===== src/rtl/assert_macros.svh =====
// ----------------------------------------------------------------------------
// assert_macros : shared assertion wrappers
// clocked on clk, quiet while rst_n is low
// ----------------------------------------------------------------------------
`ifndef ASSERT_MACROS_SVH
`define ASSERT_MACROS_SVH

// property checked at every edge out of reset
`define ASSERT_CLK(label, prop, msg) \
  label: assert property (@(posedge clk) disable iff (!rst_n) (prop)) \
    else $error(msg);

// implication checked at every edge out of reset
`define ASSERT_IMPL(label, ante, cons, msg) \
  label: assert property (@(posedge clk) disable iff (!rst_n) (ante) |-> (cons)) \
    else $error(msg);

`endif


===== src/rtl/v3n_pkg.sv =====
// ----------------------------------------------------------------------------
// v3n_pkg : shared types for the vector normaliser
// widths and the payload records handed from cell to cell
// ----------------------------------------------------------------------------
`default_nettype none
package v3n_pkg;

  localparam int CompW   = 24;
  localparam int UnitW   = 18;
  localparam int LenW    = 24;
  localparam int SqW     = 48;
  localparam int QW      = 17;
  localparam int SqCells = SqW / 2;
  localparam int DivCells = QW;

  // one square-root cell record: partial remainder, partial root, radicand left
  typedef struct packed {
    logic              valid;
    logic [LenW+2:0]   rem;
    logic [LenW-1:0]   root;
    logic [SqW-1:0]    rad;
    logic [2:0]        neg;
    logic [CompW-1:0]  mag_x;
    logic [CompW-1:0]  mag_y;
    logic [CompW-1:0]  mag_z;
  } sq_t;

  // one divider cell record: three lanes sharing the same divisor
  typedef struct packed {
    logic              valid;
    logic [LenW-1:0]   len;
    logic [2:0]        neg;
    logic [LenW-1:0]   rem_x;
    logic [LenW-1:0]   rem_y;
    logic [LenW-1:0]   rem_z;
    logic [QW-1:0]     quo_x;
    logic [QW-1:0]     quo_y;
    logic [QW-1:0]     quo_z;
    logic [QW-1:0]     feed_x;
    logic [QW-1:0]     feed_y;
    logic [QW-1:0]     feed_z;
  } dv_t;

endpackage
`default_nettype wire


===== src/rtl/v3n_sqrt_cell.sv =====
// ----------------------------------------------------------------------------
// v3n_sqrt_cell : one root bit of the digit-by-digit square root
// takes two radicand bits, tries (root<<2)|1 against the remainder
// ----------------------------------------------------------------------------
`default_nettype none
module v3n_sqrt_cell
  import v3n_pkg::*;
(
  input  wire logic clk,
  input  wire logic rst_n,
  input  wire logic en,
  input  wire sq_t  d_in,
  output sq_t       d_out
);

  sq_t              cell_r, cell_nxt;
  logic [LenW+2:0]  rem_sh;
  logic [LenW+2:0]  trial;

  always_comb begin
    rem_sh   = {d_in.rem[LenW:0], d_in.rad[SqW-1 -: 2]};
    trial    = {1'b0, d_in.root, 2'b01};
    cell_nxt = d_in;
    cell_nxt.rad = {d_in.rad[SqW-3:0], 2'b00};
    if (rem_sh >= trial) begin
      cell_nxt.rem  = rem_sh - trial;
      cell_nxt.root = {d_in.root[LenW-2:0], 1'b1};
    end else begin
      cell_nxt.rem  = rem_sh;
      cell_nxt.root = {d_in.root[LenW-2:0], 1'b0};
    end
  end

  always_ff @(posedge clk) begin
    if (!rst_n) begin
      cell_r.valid <= 1'b0;
    end else if (en) begin
      cell_r <= cell_nxt;
    end
  end

  assign d_out = cell_r;

endmodule
`default_nettype wire


===== config.mk =====
export PLATFORM = sky130hd
export DESIGN_NAME = v3n_sqrt_cell
export DESIGN_NICKNAME = d
export VERILOG_FILES = /design/src/rtl/assert_macros.svh /design/src/rtl/v3n_pkg.sv /design/src/rtl/v3n_sqrt_cell.sv
export SDC_FILE = /design/constraint.sdc
export NUM_CORES = 1
export LEC_CHECK = 0
export BUFFER_PORTS_ARGS = -buffer_cell sky130_fd_sc_hd__buf_2
export CAP_MARGIN = 40
export CORE_AREA = 2 2 139 141
export DETAILED_ROUTE_END_ITERATION = 6
export DIE_AREA = 0 0 141 143
export PLACE_DENSITY = 0.79
export SLEW_MARGIN = 5
export SYNTH_ARGS = -nofsm -noshare
export SYNTH_HDL_FRONTEND = slang
export SYNTH_SLANG_ARGS = --single-unit

===== constraint.sdc =====
create_clock -name clk -period 5.7 [get_ports clk]
set_clock_uncertainty 0.2 [all_clocks]
set_input_delay 0.855 -clock clk [delete_from_list [all_inputs] [get_ports clk]]
set_output_delay 0.855 -clock clk [all_outputs]
set_load 0.01 [all_outputs]

==> flow_summary.json <==
{
  "grt_pass1_wl_mm": 30.3,
  "gp_congestion": 0.894,
  "ctsHoldBuffers": 0,
  "grt_pass1_vias": 5114,
  "hold_end": "d_out[174]",
  "power_frac_clock": 0.375,
  "numPortBuffers": 348,
  "avgViaCountPerCell": 4.94,
  "max_freq_mhz": 296,
  "intPower_uw": 2340,
  "crit_required_ns": 5.81,
  "crit_chain": "buf_2 > inv_1 > ha_1 > o211ai_1 > o211ai_1 > nand4_1 > a21oi_1 > o31ai_4 > buf_8 > a2111oi_0 > a211o_1",
  "setup_violations": 0,
  "drive_gt1_frac": 0.459,
  "synth_cell_types": 50,
  "grt_usage": 0.208,
  "final_util": 0.523,
  "core_area_mm2": 0.0186,
  "fp-row-count": 50,
  "reg2reg_slack_ns": 4.91,
  "hold_path_depth": 2,
  "p_seq_frac": 0.475,
  "vias": 5371,
  "vdd_drop_max_uv": 201,
  "drt-total-wl_mm": 22.2,
  "worstPathArrival_ns": 3.49,
  "max_stage_delay_ns": 0.44,
  "fin_cells": 1087,
  "initial_core_util": 0.381,
  "dp_cells": 1051,
  "clk_pin_slew_ns": 0.08,
  "period_share": 0.593,
  "crit_top_cell": "o211ai_1",
  "h-tree-depth": 4,
  "synth-edff-count": 172,
  "post_synth_instance_area_mm2": 0.00708,
  "clk_latency_ns": 0.43,
  "slew_headroom": 0.500,
  "cp-end-kind": "flop",
  "syn2layout_area_growth_pct": 37.2,
  "postCtsSetupRepairBufs": 0,
  "status": "completed",
  "crit_fanout": 21,
  "synthArstFlopShare": 0,
  "hold_path_class": "flop to flop",
  "hpwl_mm": 16.8,
  "cp-start-kind": "input pin",
  "first_iter_violations": 398,
  "powerDensity_mw_per_mm2": 332,
  "cts_buffers": 17,
  "cts_tree": "yes",
  "cpMaxStageDelayCell": "a21oi_1",
  "holdWs_ns": 0.327,
  "fin_crit_ns": 3.38,
  "switching_power_uw": 889,
  "layout_common_cells": "buf_2, edfxtp_1, nand2_1, inv_1, a21oi_1",
  "layout_commonest_cell": "buf_2",
  "leakagePower_uw": 0.00415,
  "ys_ff_latch": 173,
  "crit_type": "input pin to flop",
  "die_height_um": 143,
  "syn_avg_cell_area_um2": 14.8,
  "sw_frac_of_total": 0.275,
  "largest_reg_flops": 173,
  "ys_seq_area_frac": 0.732,
  "drv_slew": 0,
  "overflow": 0,
  "yosysWarnings": 0,
  "ant_nets": 0,
  "nets": 1040,
  "cts_resized": 0,
  "hold_path.startpoint": "d_out[174]",
  "wl_per_cell_um": 20.4,
  "worstReg2RegStart": "d_out[174]",
  "power_uw": 3230,
  "die_w_um": 141,
  "rsz0062_at_grt": "false",
  "ctsRootBufferMaster": "clkbuf_16",
  "drv_cap": 0,
  "r2r_end": "d_out[174]",
  "drt_first_pass_iters": 5,
  "drc": 0,
  "tns_ns": 0,
  "clockBufferDepth": 2,
  "clock_sinks": 173,
  "comb_power_share": 0.150,
  "synth_cells": 478,
  "worst-r2r-cell-count": 2,
  "antenna_found_initial": 6,
  "synthFlopType": "edfxtp_1",
  "io_pins": 353,
  "max_slew.worst_pin.slew_ns": 0.751,
  "grt_max_degree": 121,
  "die-area_mm2": 0.0202,
  "hold_viol_final": 0
}
## per-layer routing
| metal | part of all wire | global-route usage | vias up | wire [um] |
|---|---|---|---|---|
| met3 | 0.095 | 0.0801 | 38 | 2100 |
| met4 | 0.027 | 0.0863 | 2 | 601 |
| met1 | 0.35 | 0.216 | 2572 | 7860 |
| li1 | - | - | 2515 | - |
| met2 | 0.52 | 0.377 | 244 | 11600 |
| met5 | 0.00036 | 0 | - | 8 |
## metrics by stage
step | cell area [um2] | setup slack, ns
2_1_floorplan | 7080 | 0.179
3_3_place_gp | 9060 | 1.49
3_5_place_dp | 9080 | 1.88
4_1_cts | 9700 | 2.33
5_1_grt | 9710 | 2.09
6_report | 9710 | 2.32
## critical path: cells and delay by family
family / cells / cell delay, ns
AO/OA/AOI/OAI: 6 / 1.68
adder cells (fa/ha/maj): 1 / 0.35
buffers and inverters: 3 / 0.33
AND/OR/NAND/NOR: 1 / 0.27
## final cells by class
cell class / count / area (um2)
tap: 234 / 293
sequential: 173 / 5180
timing repair buffer: 351 / 1780
multi-input combinational: 261 / 1690
clock inverter: 15 / 201
antenna: 4 / 10.0
fill: 1602 / 8870
inverter: 32 / 120
clock buffer: 17 / 425
## logic make-up (layout without fill, tap and decap cells)
logic type	after synthesis	count (layout)	synth area share
AOI/OAI and AO/OA	110	110	0.0999
xor gates and xnor gates	22	22	0.0272
adders and majority gates	26	26	0.0460
buffers and inverters	45	415	0.0292
DFF	173	173	0.732
muxes	1	1	0.00141
other	1	6	0.000530
and+or+nand+nor	100	100	0.0635
## synth_stat cells (6+ instances only)
| cell type | count | share of area |
|---|---|---|
| a21oi_1 | 30 | 0.021 |
| buf_2 | 6 | 0.0042 |
| edfxtp_1 | 172 | 0.73 |
| ha_1 | 26 | 0.046 |
| inv_1 | 31 | 0.016 |
| nand2_1 | 46 | 0.024 |
| nand3_1 | 9 | 0.0064 |
| nor2_1 | 19 | 0.010 |
| nor3_1 | 6 | 0.0042 |
| o21ai_0 | 16 | 0.011 |
| o21ai_1 | 21 | 0.015 |
| xnor2_1 | 11 | 0.014 |
| xor2_1 | 11 | 0.014 |
## power groups by stage
stage | Combinational, uW | Sequential [uW] | Clock, uW
finish | 484 | 1530 | 1210
global route | 524 | 1540 | 1270
CTS | 487 | 1530 | 1240
detailed placement | 482 | 1560 | 0
global placement | 471 | 1560 | 0
floorplan | 207 | 1620 | 0
## how the worst max path moves through the flow
| stage | from | slack, ns | to | depth (start not counted) |
|---|---|---|---|---|
| finish | d_in[124] | 2.32 | d_out[170] | 11 |
| global route | d_in[123] | 2.09 | d_out[170] | 11 |
| CTS | d_in[131] | 2.33 | d_out[153] | 11 |
| detailed placement | d_in[131] | 1.88 | d_out[159] | 11 |
| global placement | d_in[131] | 1.49 | d_out[158] | 10 |
| floorplan | en | 0.18 | d_out[0] | 1 |
Power figures use the tool's default switching activity.
