==> config.mk <==
export PLATFORM = sky130hd
export DESIGN_NAME = v3n_div_cell
export DESIGN_NICKNAME = d
export VERILOG_FILES = /design/src/rtl/assert_macros.svh /design/src/rtl/v3n_pkg.sv /design/src/rtl/v3n_div_cell.sv
export SDC_FILE = /design/constraint.sdc
export NUM_CORES = 1
export LEC_CHECK = 0
export ABC_AREA = 1
export BUFFER_PORTS_ARGS = -buffer_cell sky130_fd_sc_hd__buf_2
export CAP_MARGIN = 15
export CORE_ASPECT_RATIO = 1.75
export CORE_MARGIN = 2
export CORE_UTILIZATION = 45
export DETAILED_ROUTE_END_ITERATION = 6
export PLACE_DENSITY = 0.82
export SKIP_LAST_GASP = 1
export SLEW_MARGIN = 30
export SYNTH_ARGS = -nofsm -noshare
export SYNTH_HDL_FRONTEND = slang
export SYNTH_SLANG_ARGS = --single-unit
export TNS_END_PERCENT = 20
==> constraint.sdc <==
create_clock -name clk -period 5.2 [get_ports clk]
set_input_delay 1.04 -clock clk [delete_from_list [all_inputs] [get_ports clk]]
set_output_delay 1.04 -clock clk [all_outputs]
set_load 0.005 [all_outputs]
==> src/rtl/assert_macros.svh <==
// ----------------------------------------------------------------------------
// assert_macros : shared assertion wrappers
// clocked on clk, quiet while rst_n is low
// ----------------------------------------------------------------------------
`ifndef ASSERT_MACROS_SVH
`define ASSERT_MACROS_SVH

// property checked at every edge out of reset
`define ASSERT_CLK(label, prop, msg) \
  label: assert property (@(posedge clk) disable iff (!rst_n) (prop)) \
    else $error(msg);

// implication checked at every edge out of reset
`define ASSERT_IMPL(label, ante, cons, msg) \
  label: assert property (@(posedge clk) disable iff (!rst_n) (ante) |-> (cons)) \
    else $error(msg);

`endif

==> src/rtl/v3n_pkg.sv <==
// ----------------------------------------------------------------------------
// v3n_pkg : shared types for the vector normaliser
// widths and the payload records handed from cell to cell
// ----------------------------------------------------------------------------
`default_nettype none
package v3n_pkg;

  localparam int CompW   = 24;
  localparam int UnitW   = 18;
  localparam int LenW    = 24;
  localparam int SqW     = 48;
  localparam int QW      = 17;
  localparam int SqCells = SqW / 2;
  localparam int DivCells = QW;

  // one square-root cell record: partial remainder, partial root, radicand left
  typedef struct packed {
    logic              valid;
    logic [LenW+2:0]   rem;
    logic [LenW-1:0]   root;
    logic [SqW-1:0]    rad;
    logic [2:0]        neg;
    logic [CompW-1:0]  mag_x;
    logic [CompW-1:0]  mag_y;
    logic [CompW-1:0]  mag_z;
  } sq_t;

  // one divider cell record: three lanes sharing the same divisor
  typedef struct packed {
    logic              valid;
    logic [LenW-1:0]   len;
    logic [2:0]        neg;
    logic [LenW-1:0]   rem_x;
    logic [LenW-1:0]   rem_y;
    logic [LenW-1:0]   rem_z;
    logic [QW-1:0]     quo_x;
    logic [QW-1:0]     quo_y;
    logic [QW-1:0]     quo_z;
    logic [QW-1:0]     feed_x;
    logic [QW-1:0]     feed_y;
    logic [QW-1:0]     feed_z;
  } dv_t;

endpackage
`default_nettype wire

==> src/rtl/v3n_div_cell.sv <==
// ----------------------------------------------------------------------------
// v3n_div_cell : one quotient bit of restoring division, three lanes
// each lane shifts in one dividend bit and subtracts the length if it fits
// ----------------------------------------------------------------------------
`default_nettype none
module v3n_div_cell
  import v3n_pkg::*;
(
  input  wire logic clk,
  input  wire logic rst_n,
  input  wire logic en,
  input  wire dv_t  d_in,
  output dv_t       d_out
);

  dv_t           cell_r, cell_nxt;
  logic [LenW:0] rs_x, rs_y, rs_z;
  logic [LenW:0] dsr;

  always_comb begin
    dsr  = {1'b0, d_in.len};
    rs_x = {d_in.rem_x, d_in.feed_x[QW-1]};
    rs_y = {d_in.rem_y, d_in.feed_y[QW-1]};
    rs_z = {d_in.rem_z, d_in.feed_z[QW-1]};
    cell_nxt = d_in;
    cell_nxt.feed_x = {d_in.feed_x[QW-2:0], 1'b0};
    cell_nxt.feed_y = {d_in.feed_y[QW-2:0], 1'b0};
    cell_nxt.feed_z = {d_in.feed_z[QW-2:0], 1'b0};
    if (rs_x >= dsr) begin
      cell_nxt.rem_x = LenW'(rs_x - dsr);
      cell_nxt.quo_x = {d_in.quo_x[QW-2:0], 1'b1};
    end else begin
      cell_nxt.rem_x = rs_x[LenW-1:0];
      cell_nxt.quo_x = {d_in.quo_x[QW-2:0], 1'b0};
    end
    if (rs_y >= dsr) begin
      cell_nxt.rem_y = LenW'(rs_y - dsr);
      cell_nxt.quo_y = {d_in.quo_y[QW-2:0], 1'b1};
    end else begin
      cell_nxt.rem_y = rs_y[LenW-1:0];
      cell_nxt.quo_y = {d_in.quo_y[QW-2:0], 1'b0};
    end
    if (rs_z >= dsr) begin
      cell_nxt.rem_z = LenW'(rs_z - dsr);
      cell_nxt.quo_z = {d_in.quo_z[QW-2:0], 1'b1};
    end else begin
      cell_nxt.rem_z = rs_z[LenW-1:0];
      cell_nxt.quo_z = {d_in.quo_z[QW-2:0], 1'b0};
    end
  end

  always_ff @(posedge clk) begin
    if (!rst_n) begin
      cell_r.valid <= 1'b0;
    end else if (en) begin
      cell_r <= cell_nxt;
    end
  end

  assign d_out = cell_r;

endmodule
`default_nettype wire

==> results of run 1 <==
==> per-layer routing <==
metal | global-route usage, % | wire, µm
met5 | 0 | 0
met3 | 3.83 | 2750
met1 | 29.7 | 15300
met4 | 19.7 | 2960
met2 | 53.0 | 22400
==> power by group <==
group	switching (mW)	total, mW	internal [mW]
logic	0.690	1.08	0.387
registers	0.0417	1.97	1.93
clock network	0.689	1.34	0.652
==> worst paths after layout <==
check,to,depth (start not counted),slack [ps]
hold reg to reg,d_out[201]$_SDFFE_PN0P_,2,560
setup reg to reg,d_out[201]$_SDFFE_PN0P_,2,4560
hold / removal,d_out[201]$_SDFFE_PN0P_,2,560
setup / recovery,d_out[148]$_DFFE_PP_,13,1660
==> kinds of logic after synthesis <==
family          after synthesis
simple gates                937
buf+inv                     336
flops                       199
fa+ha+maj                    75
compound gates               39
xor+xnor                     32
other cells                   1
==> placed cells by master (no fill, tap or decap), types with 4 or more instances in the layout <==
master,count
sky130_fd_sc_hd__inv_6,4
sky130_fd_sc_hd__nand3_2,4
sky130_fd_sc_hd__clkbuf_16,17
sky130_fd_sc_hd__xor2_1,28
sky130_fd_sc_hd__nand4_1,90
sky130_fd_sc_hd__nand2_1,655
sky130_fd_sc_hd__buf_4,6
sky130_fd_sc_hd__inv_2,6
sky130_fd_sc_hd__nor2_2,7
sky130_fd_sc_hd__nor2_1,82
sky130_fd_sc_hd__xnor2_1,4
sky130_fd_sc_hd__buf_2,400
sky130_fd_sc_hd__ha_1,72
sky130_fd_sc_hd__nand3_1,74
sky130_fd_sc_hd__inv_1,302
sky130_fd_sc_hd__edfxtp_1,198
sky130_fd_sc_hd__a21oi_1,31
sky130_fd_sc_hd__nor3_1,6
sky130_fd_sc_hd__nand3b_1,4
==> layout make-up <==
class	count	area share (%)
inverter	309	7.38
sequential	199	37.8
multi-input combinational	1086	34.9
clock inverter	15	1.08
antenna	2	0.0317
timing repair buffer	408	13.1
clock buffer	17	2.70
tap	373	2.96
==> through the flow <==
step / setup slack (ps) / total power, mW / util (%) / std cells
after detailed placement: 1320 / 3.07 / 54.2 / 2375
after floorplan: 735 / 2.64 / - / 1621
final: 1660 / 4.39 / 56.4 / 2409
after global routing: 1480 / 4.59 / 56.4 / 2409
after CTS: 1810 / 4.40 / 56.4 / 2407
after global placement: 1380 / 3.05 / 54.2 / 2375
==> worst max-delay path, stage by stage <==
cell	delay, ps
sky130_fd_sc_hd__buf_2	110
sky130_fd_sc_hd__inv_1	280
sky130_fd_sc_hd__ha_1	350
sky130_fd_sc_hd__nand2_1	140
sky130_fd_sc_hd__inv_1	50
sky130_fd_sc_hd__nand2_1	60
sky130_fd_sc_hd__nand2_1	60
sky130_fd_sc_hd__inv_1	50
sky130_fd_sc_hd__nand3_1	180
sky130_fd_sc_hd__nand3_2	500
sky130_fd_sc_hd__nand3_2	610
sky130_fd_sc_hd__nand2_1	250
sky130_fd_sc_hd__nand2_1	60
==> results.rst, run 1 <==
.. list-table::
   :header-rows: 1

   * - Metric
     - Value
   * - Top area cells in the synthesized netlist
     - sky130_fd_sc_hd__edfxtp_1 46%, sky130_fd_sc_hd__nand2_1 19%, sky130_fd_sc_hd__inv_1 8.9%
   * - Mux share of post-synthesis cell area
     - 0%
   * - Total routing resource utilization after global routing
     - 28.5%
   * - Count of endpoints failing setup in the final report
     - 0
   * - Hold/Removal Path Class
     - reg -> reg
   * - Max Fclk
     - 0.283 GHz
   * - Routed vias
     - 12200
   * - Async S/R FF share, synth
     - 0%
   * - Post-synthesis xor/xnor area fraction
     - 2.19%
   * - Adder-cell share of the synthesized area
     - 7.50%
   * - Yosys Warn Count
     - 0
   * - Sequential share of the synthesized area
     - 46.6%
   * - Wire length per cell
     - 18.0 µm
   * - Launching point of the worst reg2reg path
     - d_out[201]$_SDFFE_PN0P_
   * - Starting density of the core
     - 45.8%
   * - Final clock period utilization by the worst path
     - 68.0%
   * - Areal power density over the cells
     - 278 mW/mm²
   * - Footprint of the multi-input gates
     - 0.00551 mm²
   * - Data arrival time of the worst path
     - 3760 ps
   * - Core outline area
     - 0.0280 mm²
   * - Die Outline Area
     - 0.0299 mm²
   * - Die Ht
     - 227 µm
   * - Count of flip-flops with a built-in enable after synthesis
     - 198
   * - Number of instances in the synthesized netlist
     - 1619
   * - Slew Limit Fails
     - 0
   * - Headroom to the max-slew limit
     - 48.3%
   * - Most repeated cell in the gate-level netlist after synthesis
     - sky130_fd_sc_hd__nand2_1
   * - Largest vdd supply drop
     - 0.242 mV
   * - Crit path kind
     - in -> reg
   * - Vias in the first global route
     - 11600
   * - Number of rows created at floorplan
     - 81
   * - Total wire length after detailed routing
     - 43.4 mm
   * - Iter 0 DRT Violations
     - 718
   * - Number of flip-flops in the largest register
     - 199
   * - Category of the worst setup path launch point
     - input port
   * - Worst Hold Margin
     - 562 ps
   * - Synth Flop Type
     - sky130_fd_sc_hd__edfxtp_1
   * - Max cap viols
     - 0
   * - Post-synthesis share of cell area spent on and, or, nand and nor gates
     - 31.4%
   * - Unrepaired setup endpoints after global routing
     - false
   * - Combinational family with the most area after synthesis
     - simple AND/OR/NAND/NOR gates
   * - Share of Yosys cell area claimed by the top area cell type
     - 46.4%
   * - DRT antenna net count
     - 0
   * - Number of hold violations in the final report
     - 0
   * - First-pass DRT Iterations
     - 5
   * - Largest fanout on the critical path
     - 25
   * - Post-synthesis cell type with the largest combined area
     - sky130_fd_sc_hd__edfxtp_1
   * - Later-pin clock latency in the skew report
     - 450 ps
   * - Detailed Place HPWL
     - 35.9 mm
   * - Crit end category
     - flop
   * - Number of buffers added to fix hold violations after cts
     - 0
   * - Largest net degree at the start of global routing
     - 82
   * - Average cell area after synthesis
     - 7.91 µm²
   * - Maximum buffer depth of the clock tree
     - 2
   * - Number of inserted filler cells in the final layout
     - 2604
   * - Slew @ Worst Pin
     - 775 ps
   * - Clock-pin slew on the worst setup and hold paths
     - 80 ps
   * - Combined flip-flop and latch cell area
     - 0.00597 mm²
   * - Top cells by instance count after synthesis
     - 655 x sky130_fd_sc_hd__nand2_1, 303 x sky130_fd_sc_hd__inv_1, 198 x sky130_fd_sc_hd__edfxtp_1
   * - Total setup buffers inserted after CTS
     - 0
   * - Net count reported at finish
     - 2301
   * - Area fraction in compound gates after synthesis
     - 1.85%
   * - Fraction of final layout cells sized beyond drive strength 1
     - 23.3%
   * - Antenna violations before repair
     - 3
   * - Placed Instance Area
     - 0.0152 mm²
   * - Final non-filler cell area
     - 0.0158 mm²
   * - Resize count post-CTS
     - 0
   * - Remaining design rule violation count
     - 0
   * - Number of register bits inferred by synthesis
     - 199
   * - H-tree Lvls
     - 4
   * - Top-level I/O count
     - 407
   * - Global-route wire length before repair
     - 63.5 mm
   * - Number of buffers added by the clock tree synthesis step
     - 17
   * - Vias per inst
     - 5.07
   * - Weighted congestion reported at the end of routability-driven placement
     - 0.961
   * - Area overhead of the layout relative to synthesis
     - 23.2%
   * - Launch point of the worst hold path
     - d_out[201]$_SDFFE_PN0P_
   * - Data required time at the worst endpoint
     - 5420 ps
   * - Min cycle time layout
     - 3540 ps
   * - Outcome
     - completed
   * - Static power due to leakage
     - 8.37 nW
   * - Sink Count
     - 199
   * - CP Launch Point
     - d_in[185]
   * - Clock tree from TritonCTS
     - built
   * - Distinct cell type count after synthesis
     - 35
   * - Leftover overflow at the end of global routing
     - 0
   * - Summed instance area of the synthesized netlist
     - 0.0128 mm²
   * - Clk Tree Root Cell
     - sky130_fd_sc_hd__clkbuf_16
   * - Die Wd
     - 132 µm
   * - Number of input and output port buffers inserted
     - 400
   * - Worst-case clock skew
     - 0 ps
   * - Accumulated negative setup slack
     - 0 ps
No activity file was read; power rests on OpenSTA's default activity.
==> inputs of run 2 (changes only) <==
--- a/config.mk
+++ b/config.mk
@@ -12,7 +12,7 @@
 export CORE_MARGIN = 2
 export CORE_UTILIZATION = 45
 export DETAILED_ROUTE_END_ITERATION = 6
-export PLACE_DENSITY = 0.82
+export PLACE_DENSITY = 0.79
 export SKIP_LAST_GASP = 1
 export SLEW_MARGIN = 30
 export SYNTH_ARGS = -nofsm -noshare
==> constraint.sdc (replaced) <==
create_clock -name clk -period 3.4 [get_ports clk]
set_input_delay 0.68 -clock clk [delete_from_list [all_inputs] [get_ports clk]]
set_output_delay 0.68 -clock clk [all_outputs]
set_load 0.005 [all_outputs]
==> run 2 against run 1 <==
Effect of this change: non-clock buffer count up 14; final cell count up 0.54%; total power up 53%; critical path depth down 2; combinational power up 55%; flip-flop and latch count unchanged; sequential power up 53%; critical path type unchanged; largest cell class unchanged.
==> results.rst, run 2 (synthesis results as in run 1) <==
.. list-table::
   :header-rows: 1

   * - Metric
     - Value
   * - Launching point of the worst reg2reg path
     - d_out[201]$_SDFFE_PN0P_
   * - Antenna violations before repair
     - 3
   * - Launch point of the worst hold path
     - d_in[21]
   * - Final clock period utilization by the worst path
     - 75.4%
   * - Clk Tree Root Cell
     - sky130_fd_sc_hd__clkbuf_16
   * - Max cap viols
     - 0
   * - Count of endpoints failing setup in the final report
     - 0
   * - Total wire length after detailed routing
     - 44.3 mm
   * - Worst path buffer plus inverter count
     - 3
   * - Data arrival time of the worst path
     - 2770 ps
   * - Leftover overflow at the end of global routing
     - 0
   * - Number of inserted filler cells in the final layout
     - 2659
   * - Areal power density over the cells
     - 422 mW/mm²
   * - Iter 0 DRT Violations
     - 897
   * - Largest net degree at the start of global routing
     - 108
   * - Number of flip-flops in the largest register
     - 199
   * - Clock-pin slew on the worst setup and hold paths
     - 80 ps
   * - Instance count after placement with tap cells included
     - 2389
   * - Largest vdd supply drop
     - 0.368 mV
   * - Logic gate share of total power
     - 24.9%
   * - H-tree Lvls
     - 4
   * - Min cycle time layout
     - 2560 ps
   * - Net count reported at finish
     - 2315
   * - Internal Pwr Total
     - 4.55 mW
   * - Clock tree from TritonCTS
     - built
   * - Worst Hold Margin
     - 402 ps
   * - Fraction of final layout cells sized beyond drive strength 1
     - 23.9%
   * - Number of input and output port buffers inserted
     - 400
   * - Resize count post-CTS
     - 0
   * - Number of hold violations in the final report
     - 0
   * - Final std cells w/o fill
     - 2422
   * - Hold/Removal Path Class
     - in -> reg
   * - Depth of the worst register-to-register path
     - 2
   * - Slew Limit Fails
     - 0
   * - Top Family by Delay on Critical Path
     - simple AND/OR/NAND/NOR gates
   * - Outcome
     - completed
   * - Worst-case clock skew
     - 0 ps
   * - Crit end category
     - flop
   * - Total setup buffers inserted after CTS
     - 0
   * - Total chip power
     - 6.71 mW
   * - Vias in the first global route
     - 12000
   * - Starting density of the core
     - 45.8%
   * - Slew @ Worst Pin
     - 606 ps
   * - Cells along the critical path
     - buf_2, inv_1, ha_1, nand2_1, nor2_2, nand2_1, nor3_2, nand3_2, buf_4, nand4_1, nand2_1
   * - Critical-path cell with the highest stage delay
     - sky130_fd_sc_hd__ha_1
   * - Max Fclk
     - 0.390 GHz
   * - Category of the worst setup path launch point
     - input port
   * - DRT antenna net count
     - 0
   * - First-pass DRT Iterations
     - 5
   * - Data required time at the worst endpoint
     - 3600 ps
   * - CP dominant cell by count
     - sky130_fd_sc_hd__nand2_1
   * - Routed vias
     - 12200
   * - Most common library cell in the layout ignoring fill and taps
     - sky130_fd_sc_hd__nand2_1
   * - Later-pin clock latency in the skew report
     - 450 ps
   * - Largest fanout on the critical path
     - 18
   * - Switching part of the total
     - 32.3%
   * - Delay of the slowest critical-path stage
     - 410 ps
   * - Top-level I/O count
     - 407
   * - Core outline area
     - 0.0280 mm²
   * - Number of rows created at floorplan
     - 81
   * - Commonest cells after routing, fill and taps aside
     - 654 x sky130_fd_sc_hd__nand2_1, 400 x sky130_fd_sc_hd__buf_2, 302 x sky130_fd_sc_hd__inv_1
   * - Unrepaired setup endpoints after global routing
     - false
   * - Part of the total power dissipated in sequential elements
     - 45.0%
   * - Global-route wire length before repair
     - 65.3 mm
   * - Weighted congestion reported at the end of routability-driven placement
     - 0.980
   * - Total routing resource utilization after global routing
     - 29.3%
   * - Static power due to leakage
     - 8.45 nW
   * - CP Launch Point
     - d_in[186]
   * - Wire length per cell
     - 18.3 µm
   * - Headroom to the max-slew limit
     - 59.6%
   * - Remaining design rule violation count
     - 0
   * - Maximum buffer depth of the clock tree
     - 2
   * - Die Wd
     - 132 µm
   * - Vias per inst
     - 5.03
   * - Detailed Place HPWL
     - 36.9 mm
   * - Clock power frac
     - 30.2%
   * - Die Outline Area
     - 0.0299 mm²
   * - Number of buffers added to fix hold violations after cts
     - 0
   * - Sink Count
     - 199
   * - Critical path depth in cells
     - 11
   * - Die Ht
     - 227 µm
   * - Area overhead of the layout relative to synthesis
     - 24.3%
   * - Number of cells on the worst hold path
     - 1
   * - Crit path kind
     - in -> reg
   * - Switching power of the nets
     - 2.17 mW
   * - Number of buffers added by the clock tree synthesis step
     - 17
==> run 2: changes by cell type in the layout (fill, tap and decap cells not counted), sizes merged <==
cell and change:
buf +14, clkbuf +1, clkinv +2, clkinvlp -1, inv -2, diode -1
==> run 2: stage by stage <==
step	setup TNS, ps	area, µm²	utilization [%]	worst slack, ps
floorplan	-129310	12800	-	-653
global placement	0	15300	54.8	408
detailed placement	0	15300	54.8	393
CTS	0	15900	56.9	866
global route	0	15900	56.9	676
finish	0	15900	56.9	837
==> run 2: path summary, 6_finish.rpt <==
kind	endpoint	slack (ps)
worst max-delay path	d_out[108]$_DFFE_PP_	840
worst min-delay path	d_out[22]$_DFFE_PP_	400
worst max register to register	d_out[201]$_SDFFE_PN0P_	2680
worst min register to register	d_out[201]$_SDFFE_PN0P_	630
==> run 2: metal layers <==
layer / GRT usage, % / wire [µm] / vias up
met5: 0 / 0 / -
met4: 19.7 / 3060 / 0
met3: 4.94 / 2610 / 111
met2: 53.8 / 22700 / 511
met1: 30.8 / 15900 / 5564
li1: - / - / 6002
==> run 2: layout make-up <==
cell class                 instances  area [µm²]  share of cell area, %
sequential                       199        5970                   37.5
tap                              373         467                   2.93
inverter                         309        1160                   7.31
antenna                            1        2.50                 0.0157
clock buffer                      18         429                   2.70
multi-input combinational       1086        5530                   34.7
timing repair buffer             422        2200                   13.9
clock inverter                    14         156                  0.983
==> run 2: power by group through the flow <==
stage / clock network [mW] / logic, mW / registers, mW
floorplan: 0 / 0.953 / 3.09
global placement: 0 / 1.64 / 3.07
detailed placement: 0 / 1.66 / 3.07
CTS: 2.06 / 1.67 / 3.02
global route: 2.15 / 1.87 / 3.03
finish: 2.02 / 1.67 / 3.02
